===== config.mk =====
export PLATFORM = sky130hd
export DESIGN_NAME = bootloader_command_framer_unit
export DESIGN_NICKNAME = d
export VERILOG_FILES = /design/src/design/bcf_pkg.sv /design/src/design/bcf_core.sv /design/src/design/bcf_outbuf.sv /design/src/design/bootloader_command_framer_unit.sv
export SDC_FILE = /design/constraint.sdc
export NUM_CORES = 1
export LEC_CHECK = 0
export BUFFER_PORTS_ARGS = -buffer_cell sky130_fd_sc_hd__clkbuf_2
export CAP_MARGIN = 20
export CORE_MARGIN = 4
export CORE_UTILIZATION = 45
export DETAILED_ROUTE_END_ITERATION = 10
export GPL_ROUTABILITY_DRIVEN = 0
export PLACE_DENSITY_LB_ADDON = 0.1
export REMOVE_ABC_BUFFERS = 1
export SYNTH_ARGS = -nofsm -noshare
export SYNTH_HDL_FRONTEND = slang
export SYNTH_HIERARCHICAL = 1
export SYNTH_SLANG_ARGS = --single-unit
export TNS_END_PERCENT = 30

===== constraint.sdc =====
create_clock -name clk_i -period 6.8 [get_ports clk_i]
set_input_delay 1.36 -clock clk_i [delete_from_list [all_inputs] [get_ports clk_i]]
set_output_delay 1.36 -clock clk_i [all_outputs]
set_load 0.02 [all_outputs]

===== src/design/bcf_pkg.sv =====
// bcf_pkg: types and constants shared by the bootloader command framer.
// Item and result word layouts, phase and code enums, register map.
// No dependencies.
package bcf_pkg;

  localparam int unsigned MaxRes  = 5;
  localparam int unsigned ResCntW = 3;

  localparam logic [7:0] AckByte      = 8'h79;
  localparam logic [7:0] CodeSync     = 8'h7f;
  localparam logic [7:0] CodeGo       = 8'h21;
  localparam logic [7:0] CodeRead     = 8'h11;
  localparam logic [7:0] CodeWrite    = 8'h31;
  localparam logic [7:0] CodeErase    = 8'h43;
  localparam logic [7:0] CodeExtErase = 8'h44;
  localparam logic [7:0] ByteOnes     = 8'hff;
  localparam logic [7:0] ByteZero     = 8'h00;

  typedef enum logic [1:0] {
    OP_BEGIN   = 2'd0,
    OP_PAYLOAD = 2'd1,
    OP_RX      = 2'd2,
    OP_TICK    = 2'd3
  } op_e;

  typedef enum logic [2:0] {
    CMD_SYNC  = 3'd0,
    CMD_GO    = 3'd1,
    CMD_READ  = 3'd2,
    CMD_WRITE = 3'd3,
    CMD_ERASE = 3'd4
  } cmd_e;

  typedef enum logic [2:0] {
    ST_BUSY     = 3'd0,
    ST_DONE     = 3'd1,
    ST_NACK     = 3'd2,
    ST_TIMEOUT  = 3'd3,
    ST_REJECTED = 3'd4
  } status_e;

  typedef enum logic [7:0] {
    PH_IDLE      = 8'b0000_0001,
    PH_SYNC_ACK  = 8'b0000_0010,
    PH_CMD_ACK   = 8'b0000_0100,
    PH_ADDR_ACK  = 8'b0000_1000,
    PH_LEN_ACK   = 8'b0001_0000,
    PH_READ      = 8'b0010_0000,
    PH_PAYLOAD   = 8'b0100_0000,
    PH_FINAL_ACK = 8'b1000_0000
  } phase_e;

  typedef enum logic [1:0] {
    REG_ACK_TIMEOUT   = 2'd0,
    REG_ERASE_TIMEOUT = 2'd1,
    REG_EXT_ERASE     = 2'd2
  } reg_e;

  localparam logic [15:0] AckTimeoutRst   = 16'd100;
  localparam logic [15:0] EraseTimeoutRst = 16'd2000;

  typedef struct packed {
    logic [1:0]  op;
    logic [2:0]  command;
    logic [31:0] address;
    logic [7:0]  count_minus_one;
    logic [7:0]  byte_value;
  } in_t;

  typedef struct packed {
    logic       tx_valid;
    logic [7:0] tx_byte;
    logic       rx_valid;
    logic [7:0] rx_byte;
    logic [2:0] status;
    logic       last;
  } out_t;

  typedef struct packed {
    logic [15:0] ack_timeout_ticks;
    logic [15:0] erase_timeout_ticks;
    logic        extended_erase;
  } cfg_t;

  typedef out_t [MaxRes-1:0] res_arr_t;

  function automatic logic [7:0] cmd_code(input logic [1:0] cmd);
    logic [7:0] code;
    case (cmd)
      2'd0:    code = CodeSync;
      2'd1:    code = CodeGo;
      2'd2:    code = CodeRead;
      default: code = CodeWrite;
    endcase
    return code;
  endfunction

  function automatic out_t tx_word(input logic [7:0] b);
    out_t w;
    w          = '0;
    w.tx_valid = 1'b1;
    w.tx_byte  = b;
    return w;
  endfunction

endpackage


===== src/design/bcf_core.sv =====
// bcf_core: protocol state and the per-item step logic of the framer.
// Takes one item per accept, updates state, produces up to five result words.
// Depends on bcf_pkg.
module bcf_core (
  input  logic              clk_i,
  input  logic              rst_ni,
  input  bcf_pkg::cfg_t     cfg_i,
  input  logic              take_i,
  input  bcf_pkg::in_t      item_i,
  output bcf_pkg::res_arr_t res_o,
  output logic [bcf_pkg::ResCntW-1:0] res_cnt_o
);
  import bcf_pkg::*;

  phase_e      phase_q, phase_d;
  logic [2:0]  cmd_q, cmd_d;
  logic [31:0] addr_q, addr_d;
  logic [7:0]  count_q, count_d;
  logic [8:0]  idx_q, idx_d;
  logic [7:0]  xor_q, xor_d;
  logic [15:0] wait_q, wait_d;

  res_arr_t           res;
  logic [ResCntW-1:0] n;
  logic [2:0]         st;
  logic [7:0]         code;
  logic [7:0]         xor_n;
  logic [8:0]         idx_n;
  logic [8:0]         count_p1;
  logic [7:0]         addr_xor;
  logic [15:0]        wait_n;
  logic [15:0]        lim;
  logic [ResCntW-1:0] last_pos;

  assign count_p1 = {1'b0, count_q} + 9'd1;
  assign idx_n    = idx_q + 9'd1;
  assign xor_n    = xor_q ^ item_i.byte_value;
  assign addr_xor = addr_q[31:24] ^ addr_q[23:16] ^ addr_q[15:8] ^ addr_q[7:0];
  assign wait_n   = wait_q + 16'd1;
  assign lim      = (phase_q == PH_FINAL_ACK && cmd_q == CMD_ERASE)
                  ? cfg_i.erase_timeout_ticks : cfg_i.ack_timeout_ticks;

  always_comb begin
    phase_d  = phase_q;
    cmd_d    = cmd_q;
    addr_d   = addr_q;
    count_d  = count_q;
    idx_d    = idx_q;
    xor_d    = xor_q;
    wait_d   = wait_q;
    res      = '0;
    n        = '0;
    st       = ST_BUSY;
    code     = '0;
    last_pos = '0;

    case (item_i.op)
      OP_BEGIN: begin
        if (phase_q != PH_IDLE || item_i.command > CMD_ERASE) begin
          st = ST_REJECTED;
        end else begin
          cmd_d   = item_i.command;
          addr_d  = item_i.address;
          count_d = item_i.count_minus_one;
          idx_d   = '0;
          xor_d   = '0;
          wait_d  = '0;
          if (item_i.command == CMD_SYNC) begin
            res[0]  = tx_word(CodeSync);
            n       = 3'd1;
            phase_d = PH_SYNC_ACK;
          end else begin
            if (item_i.command == CMD_ERASE) begin
              code    = cfg_i.extended_erase ? CodeExtErase : CodeErase;
              // erase kind is latched here
              count_d = {7'd0, cfg_i.extended_erase};
            end else begin
              code = cmd_code(item_i.command[1:0]);
            end
            res[0]  = tx_word(code);
            res[1]  = tx_word(code ^ ByteOnes);
            n       = 3'd2;
            phase_d = PH_CMD_ACK;
          end
        end
      end
      OP_PAYLOAD: begin
        if (phase_q != PH_PAYLOAD) begin
          st = ST_REJECTED;
        end else begin
          res[0] = tx_word(item_i.byte_value);
          n      = 3'd1;
          xor_d  = xor_n;
          idx_d  = idx_n;
          if (idx_n == count_p1) begin
            res[1]  = tx_word(xor_n);
            n       = 3'd2;
            phase_d = PH_FINAL_ACK;
            wait_d  = '0;
          end
        end
      end
      OP_RX: begin
        if (phase_q == PH_IDLE || phase_q == PH_PAYLOAD) begin
          st = ST_REJECTED;
        end else if (phase_q == PH_READ) begin
          res[0].rx_valid = 1'b1;
          res[0].rx_byte  = item_i.byte_value;
          n               = 3'd1;
          wait_d          = '0;
          idx_d           = idx_n;
          if (idx_n == count_p1) begin
            st      = ST_DONE;
            phase_d = PH_IDLE;
          end
        end else if (item_i.byte_value != AckByte) begin
          st      = ST_NACK;
          phase_d = PH_IDLE;
          wait_d  = '0;
        end else begin
          wait_d = '0;
          case (phase_q)
            PH_SYNC_ACK, PH_FINAL_ACK: begin
              st      = ST_DONE;
              phase_d = PH_IDLE;
            end
            PH_CMD_ACK: begin
              if (cmd_q == CMD_ERASE) begin
                res[0] = tx_word(ByteOnes);
                if (count_q[0]) begin
                  res[1] = tx_word(ByteOnes);
                  res[2] = tx_word(ByteZero);
                  n      = 3'd3;
                end else begin
                  res[1] = tx_word(ByteZero);
                  n      = 3'd2;
                end
                phase_d = PH_FINAL_ACK;
              end else begin
                // address goes out big-endian, then its checksum
                res[0]  = tx_word(addr_q[31:24]);
                res[1]  = tx_word(addr_q[23:16]);
                res[2]  = tx_word(addr_q[15:8]);
                res[3]  = tx_word(addr_q[7:0]);
                res[4]  = tx_word(addr_xor);
                n       = 3'd5;
                phase_d = PH_ADDR_ACK;
              end
            end
            PH_ADDR_ACK: begin
              if (cmd_q == CMD_GO) begin
                st      = ST_DONE;
                phase_d = PH_IDLE;
              end else if (cmd_q == CMD_READ) begin
                res[0]  = tx_word(count_q);
                res[1]  = tx_word(count_q ^ ByteOnes);
                n       = 3'd2;
                phase_d = PH_LEN_ACK;
              end else begin
                res[0]  = tx_word(count_q);
                n       = 3'd1;
                xor_d   = count_q;
                idx_d   = '0;
                phase_d = PH_PAYLOAD;
              end
            end
            PH_LEN_ACK: begin
              idx_d   = '0;
              phase_d = PH_READ;
            end
            default: begin
              wait_d = wait_q;
            end
          endcase
        end
      end
      default: begin
        if (phase_q != PH_IDLE && phase_q != PH_PAYLOAD) begin
          wait_d = wait_n;
          if (wait_n >= lim) begin
            st      = ST_TIMEOUT;
            phase_d = PH_IDLE;
            wait_d  = '0;
          end
        end
      end
    endcase

    // every item yields at least one word; the final one carries the outcome
    if (n == '0) begin
      n = 3'd1;
    end
    last_pos             = n - 3'd1;
    res[last_pos].status = st;
    res[last_pos].last   = 1'b1;
  end

  assign res_o     = res;
  assign res_cnt_o = n;

  always_ff @(posedge clk_i or negedge rst_ni) begin
    if (!rst_ni) begin
      phase_q <= PH_IDLE;
      cmd_q   <= '0;
      addr_q  <= '0;
      count_q <= '0;
      idx_q   <= '0;
      xor_q   <= '0;
      wait_q  <= '0;
    end else if (take_i) begin
      phase_q <= phase_d;
      cmd_q   <= cmd_d;
      addr_q  <= addr_d;
      count_q <= count_d;
      idx_q   <= idx_d;
      xor_q   <= xor_d;
      wait_q  <= wait_d;
    end
  end

endmodule


===== src/design/bcf_outbuf.sv =====
// bcf_outbuf: result register bank that holds the words of one item and
// hands them out one per output word. Depends on bcf_pkg.
module bcf_outbuf (
  input  logic                        clk_i,
  input  logic                        rst_ni,
  input  logic                        load_i,
  input  bcf_pkg::res_arr_t           res_i,
  input  logic [bcf_pkg::ResCntW-1:0] res_cnt_i,
  output logic                        free_o,
  output logic                        out_valid_o,
  input  logic                        out_stall_i,
  output bcf_pkg::out_t               out_data_o
);
  import bcf_pkg::*;

  res_arr_t           words_q;
  logic [ResCntW-1:0] cnt_q;
  logic [ResCntW-1:0] idx_q;
  logic               pending;
  logic               is_last;
  logic               out_take;

  assign pending  = (cnt_q != '0);
  assign is_last  = (idx_q == cnt_q - 3'd1);
  assign out_take = pending && !out_stall_i;
  // the next item may enter in the cycle the last word leaves
  assign free_o   = !pending || (out_take && is_last);

  assign out_valid_o = pending;
  assign out_data_o  = words_q[idx_q];

  always_ff @(posedge clk_i) begin
    if (load_i) begin
      words_q <= res_i;
    end
  end

  always_ff @(posedge clk_i or negedge rst_ni) begin
    if (!rst_ni) begin
      cnt_q <= '0;
      idx_q <= '0;
    end else if (load_i) begin
      cnt_q <= res_cnt_i;
      idx_q <= '0;
    end else if (out_take) begin
      if (is_last) begin
        cnt_q <= '0;
      end else begin
        idx_q <= idx_q + 3'd1;
      end
    end
  end

endmodule


===== src/design/bootloader_command_framer_unit.sv =====
// bootloader_command_framer_unit: host-side framer for a UART bootloader.
// Holds the configuration registers; uses bcf_core, bcf_outbuf, bcf_pkg.
//
//   channel | direction | handshake             | word
//   in      | input     | in_valid_i/in_stall_o  | bcf_pkg::in_t
//   out     | output    | out_valid_o/out_stall_i| bcf_pkg::out_t
//   cfg     | input     | psel/penable/pwrite    | 32-bit register at 4*index
//
// an item is taken on a handshake and produces one to five result words
// the words leave one per cycle from the result bank while the output is not
// stalled; the next item enters as the last word leaves
// reset clears the phase, counters and result bank count; registers take their defaults
// a stalled output freezes the current word and holds off the input
module bootloader_command_framer_unit (
  input  logic          clk_i,
  input  logic          rst_ni,
  input  logic          in_valid_i,
  output logic          in_stall_o,
  input  bcf_pkg::in_t  in_data_i,
  output logic          out_valid_o,
  input  logic          out_stall_i,
  output bcf_pkg::out_t out_data_o,
  input  logic          psel,
  input  logic          penable,
  input  logic          pwrite,
  input  logic [3:0]    paddr,
  input  logic [31:0]   pwdata,
  output logic [31:0]   prdata,
  output logic          pready
);
  import bcf_pkg::*;

  cfg_t               cfg_q;
  logic               free;
  logic               take;
  logic               wr;
  res_arr_t           res;
  logic [ResCntW-1:0] res_cnt;

  assign pready     = 1'b1;
  assign wr         = psel && penable && pwrite && pready;
  assign in_stall_o = !free;
  assign take       = in_valid_i && free;

  always_ff @(posedge clk_i or negedge rst_ni) begin
    if (!rst_ni) begin
      cfg_q.ack_timeout_ticks   <= AckTimeoutRst;
      cfg_q.erase_timeout_ticks <= EraseTimeoutRst;
      cfg_q.extended_erase      <= 1'b0;
    end else if (wr) begin
      case (paddr[3:2])
        REG_ACK_TIMEOUT:   cfg_q.ack_timeout_ticks   <= pwdata[15:0];
        REG_ERASE_TIMEOUT: cfg_q.erase_timeout_ticks <= pwdata[15:0];
        REG_EXT_ERASE:     cfg_q.extended_erase      <= pwdata[0];
        default: begin
          cfg_q <= cfg_q;
        end
      endcase
    end
  end

  always_comb begin
    case (paddr[3:2])
      REG_ACK_TIMEOUT:   prdata = {16'd0, cfg_q.ack_timeout_ticks};
      REG_ERASE_TIMEOUT: prdata = {16'd0, cfg_q.erase_timeout_ticks};
      REG_EXT_ERASE:     prdata = {31'd0, cfg_q.extended_erase};
      default:           prdata = '0;
    endcase
  end

  bcf_core u_core (
    .clk_i     (clk_i),
    .rst_ni    (rst_ni),
    .cfg_i     (cfg_q),
    .take_i    (take),
    .item_i    (in_data_i),
    .res_o     (res),
    .res_cnt_o (res_cnt)
  );

  bcf_outbuf u_outbuf (
    .clk_i       (clk_i),
    .rst_ni      (rst_ni),
    .load_i      (take),
    .res_i       (res),
    .res_cnt_i   (res_cnt),
    .free_o      (free),
    .out_valid_o (out_valid_o),
    .out_stall_i (out_stall_i),
    .out_data_o  (out_data_o)
  );

endmodule


==> results.toml <==
[job]
drv_cap = 0

[worst_setup_path]
r2r_slack_ns = 2.00
max_stage_delay_ns = 0.83
cpMaxStageDelayCell = "or3_1"
start_kind = "flip-flop"
cp.required_ns = 7.06
path_cells = "or3b_2 > or3_1 > mux2i_1 > ha_1 > a21oi_1 > o21ai_0 > a211o_1 > a41oi_1 > o21a_1 > buf_4 > a2bb2oi_1 > a21boi_0 > nor2_1"
cp_num_buf_inv = 1
worstPathMaxFanout = 16
path_delay_family = "compound AO/OA/AOI/OAI gates"
end_kind = "flip-flop"
cp.arrival_ns = 5.07
worst-setup-path-type = "reg -> reg"

[grt]
grt_pass1_wl_mm = 50.9
overflow = 0
grt_pass1_vias = 9337
antenna_found_initial = 0
grt_max_degree = 75
grt_usage_pct = 19.2

[timing]
hold_ws_ns = 0.508
finClkSkew_ns = 0.00829
rsz0062_at_grt = "no"
setup_violations = 0
slew_headroom_pct = 33.3
max_slew.worst_pin.slew_ns = 1.00
final_max_slew_viol_count = 0
finalHoldViolations = 0
setup_tns_ns = 0
fin_crit_sh_pct = 70.6
period_needed_ns = 4.80
fmax_mhz = 208

[yosys]
yosysUniqueCellTypes = 79
synthSimpleGateAreaFrac_pct = 13.3
synth_top_cells_by_area = "edfxtp_1, dfrtp_1, mux2i_1"
synth_compound_area_share_pct = 12.4
yosysSeqAreaShare_pct = 48.0
synthXorXnorAreaFrac_pct = 4.67
synth_top_family_by_area = "simple AND/OR/NAND/NOR gates"
ys_warn_count = 6
syn_avg_cell_area_um2 = 10.8
yosys.area.top_type_share_pct = 24.8
synthCells = 1234
synthAdderAreaFrac_pct = 2.54
post_synth_instance_area_mm2 = 0.0133
synth-seq-cells = 233
muxShareOfSynthArea_pct = 12.2
async_flop_share_pct = 52.8
synth_edf_count = 110
yosysTopAreaCell = "edfxtp_1"
synth_flop_cell = "dfrtp_1"

[place]
port_buffers = 117
dp_hpwl_mm = 22.1
dpl-instance-area_mm2 = 0.0139

[die]
die_x_um = 180
die-area_mm2 = 0.0324
coreArea_mm2 = 0.0289
ios = 153
fp.dieH_um = 180
rows = 62
initial_core_util_pct = 46.0

[route]
wire_per_inst_um = 18.5
finalWirelength_mm = 32.1
antenna_left = 0
drtIter0Drc = 595
vias = 9424
drc = 0
via_per_inst = 5.45
firstDrtPassIters = 6

[worst_hold_path]
hp-class = "reg -> reg"

[power]
p_per_area_mw_per_mm2 = 382
p_leak_uw = 0.00638
p_total_uw = 5640
irDropWorstVdd_v = 0.000191

[layout]
antenna_cells = 0
fillers = 2643
drive_gt1_share_pct = 20.8
finalInstanceArea_mm2 = 0.0148
area_delta_synth_final_pct = 10.9
fin_nets = 1447
finalCoreUtilization_pct = 51.0

[clocking]
clkTransAtPathRegs_ns = 0.05
clock_tree.htree_level_count = 1
cts_resized = 0
cts_setup_buffers = 0
cts_buffer_depth = 3
clk_latency_ns = 0.54
ctsHoldBuffers = 0
cts.sinks = 233
root_buffer = "clkbuf_16"
tritoncts = "yes"
numCtsBuffers = 27

[status]
status = "complete, no violations"
cells in the mapped netlist (all sizes together) (7+ instances only):
library cell	n
a21boi	9
a21oi	47
a2bb2oi	25
and2	29
and3	21
buf	92
clkbuf	36
dfrtp	113
dfstp	10
edfxtp	110
ha	27
inv	28
mux2	72
mux2i	76
nand2	82
nand2b	9
nand3	34
nand4	7
nor2	81
nor2b	8
nor3	23
nor3b	14
nor4	9
o21ai	76
o22ai	26
o31ai	15
o41ai	10
xnor2	53
xor2	18
cell type report:
type	instances	area, um^2	area share [%]
Sequential cell	233	6390	43.3
Clock buffer	36	719	4.87
Clock inverter	13	78.8	0.534
Timing Repair Buffer	135	753	5.10
Multi-Input combinational cell	899	6240	42.2
Inverter	28	105	0.712
Tap cell	384	480	3.25
kinds of logic after synthesis:
group,Yosys count
flops,233
fa+ha+maj,27
xor+xnor,71
compound gates,254
buf+inv,156
other cells,3
simple gates,341
mux,149
flip-flops by register name, summed over array words and instances, names as in the netlist:
register          flops
u_core/xor_q          8
cfg_q                33
u_core/phase_q        8
u_outbuf/words_q    110
u_outbuf/idx_q        3
u_core/cmd_q          3
u_core/wait_q        16
u_core/count_q        8
u_core/addr_q        32
u_outbuf/cnt_q        3
u_core/idx_q          9
worst reg2reg max path, stage by stage, from the launching register on:
cell and delay, ns:
dfrtp_1 0.43, or3b_2 0.64, or3_1 0.83, mux2i_1 0.38, ha_1 0.28, a21oi_1 0.14, o21ai_0 0.14, a211o_1 0.29
a41oi_1 0.22, o21a_1 0.16, buf_4 0.19, a2bb2oi_1 0.17, a21boi_0 0.56, nor2_1 0.11
power by group:
group / internal [uW] / leakage (uW) / switching, uW
registers: 1950 / 0.00265 / 315
logic: 863 / 0.00333 / 1200
clock network: 744 / 0.000395 / 566
total: 3550 / 0.00638 / 2090
cell usage in the layout (no fill, tap or decap), types with 8 or more instances in the layout:
| master | netlist | routed |
|---|---|---|
| nor3b_1 | 14 | 14 |
| dfrtp_1 | 113 | 112 |
| nand3_1 | 33 | 33 |
| o21ai_0 | 74 | 74 |
| conb_1 | 3 | 57 |
| nor2_1 | 81 | 81 |
| edfxtp_1 | 110 | 110 |
| and3_1 | 20 | 20 |
| clkbuf_16 | 0 | 27 |
| nor2b_1 | 8 | 8 |
| dfstp_2 | 10 | 10 |
| nor3_1 | 20 | 20 |
| mux2_4 | 10 | 10 |
| clkinv_2 | 0 | 8 |
| mux2i_1 | 76 | 76 |
| clkbuf_1 | 36 | 8 |
| o22ai_1 | 26 | 26 |
| ha_1 | 27 | 27 |
| nand2_1 | 81 | 80 |
| xor2_1 | 18 | 18 |
| and2_1 | 29 | 28 |
| o41ai_1 | 10 | 10 |
| o31ai_1 | 14 | 14 |
| mux2_2 | 62 | 62 |
| inv_1 | 27 | 27 |
| xnor2_1 | 53 | 53 |
| nand2b_1 | 9 | 9 |
| a21oi_1 | 47 | 47 |
| buf_4 | 62 | 16 |
| clkbuf_2 | 0 | 116 |
| a2bb2oi_1 | 25 | 25 |
routing by layer:
metal / vias up / share of wire (%) / track usage (%)
met5: - / 0 / 0
met2: 225 / 50 / 32.8
li1: 4564 / - / -
met1: 4596 / 44 / 26.1
met3: 39 / 4.8 / 2.81
met4: 0 / 1.8 / 4.42
final timing paths:
check,from,cells after the start,to
worst max-delay path,u_core/cmd_q[0],13,u_outbuf/words_q[1]
worst min-delay path,u_core/idx_q[8],1,u_core/idx_q[8]
worst max register to register,u_core/cmd_q[0],13,u_outbuf/words_q[1]
worst min register to register,u_core/idx_q[8],1,u_core/idx_q[8]
max in group asynchronous,rst_ni,2,cfg_q[26]
min in group asynchronous,rst_ni,1,u_core/xor_q[7]
metrics by stage:
stage	std cells	worst slack, ns
2_1_floorplan	1160	-0.892
3_3_place_gp	1674	1.70
3_5_place_dp	1675	1.72
4_1_cts	1724	1.96
5_1_grt	1728	1.71
6_report	1728	2.00
Note: power is estimated with default switching activity, not from simulation.
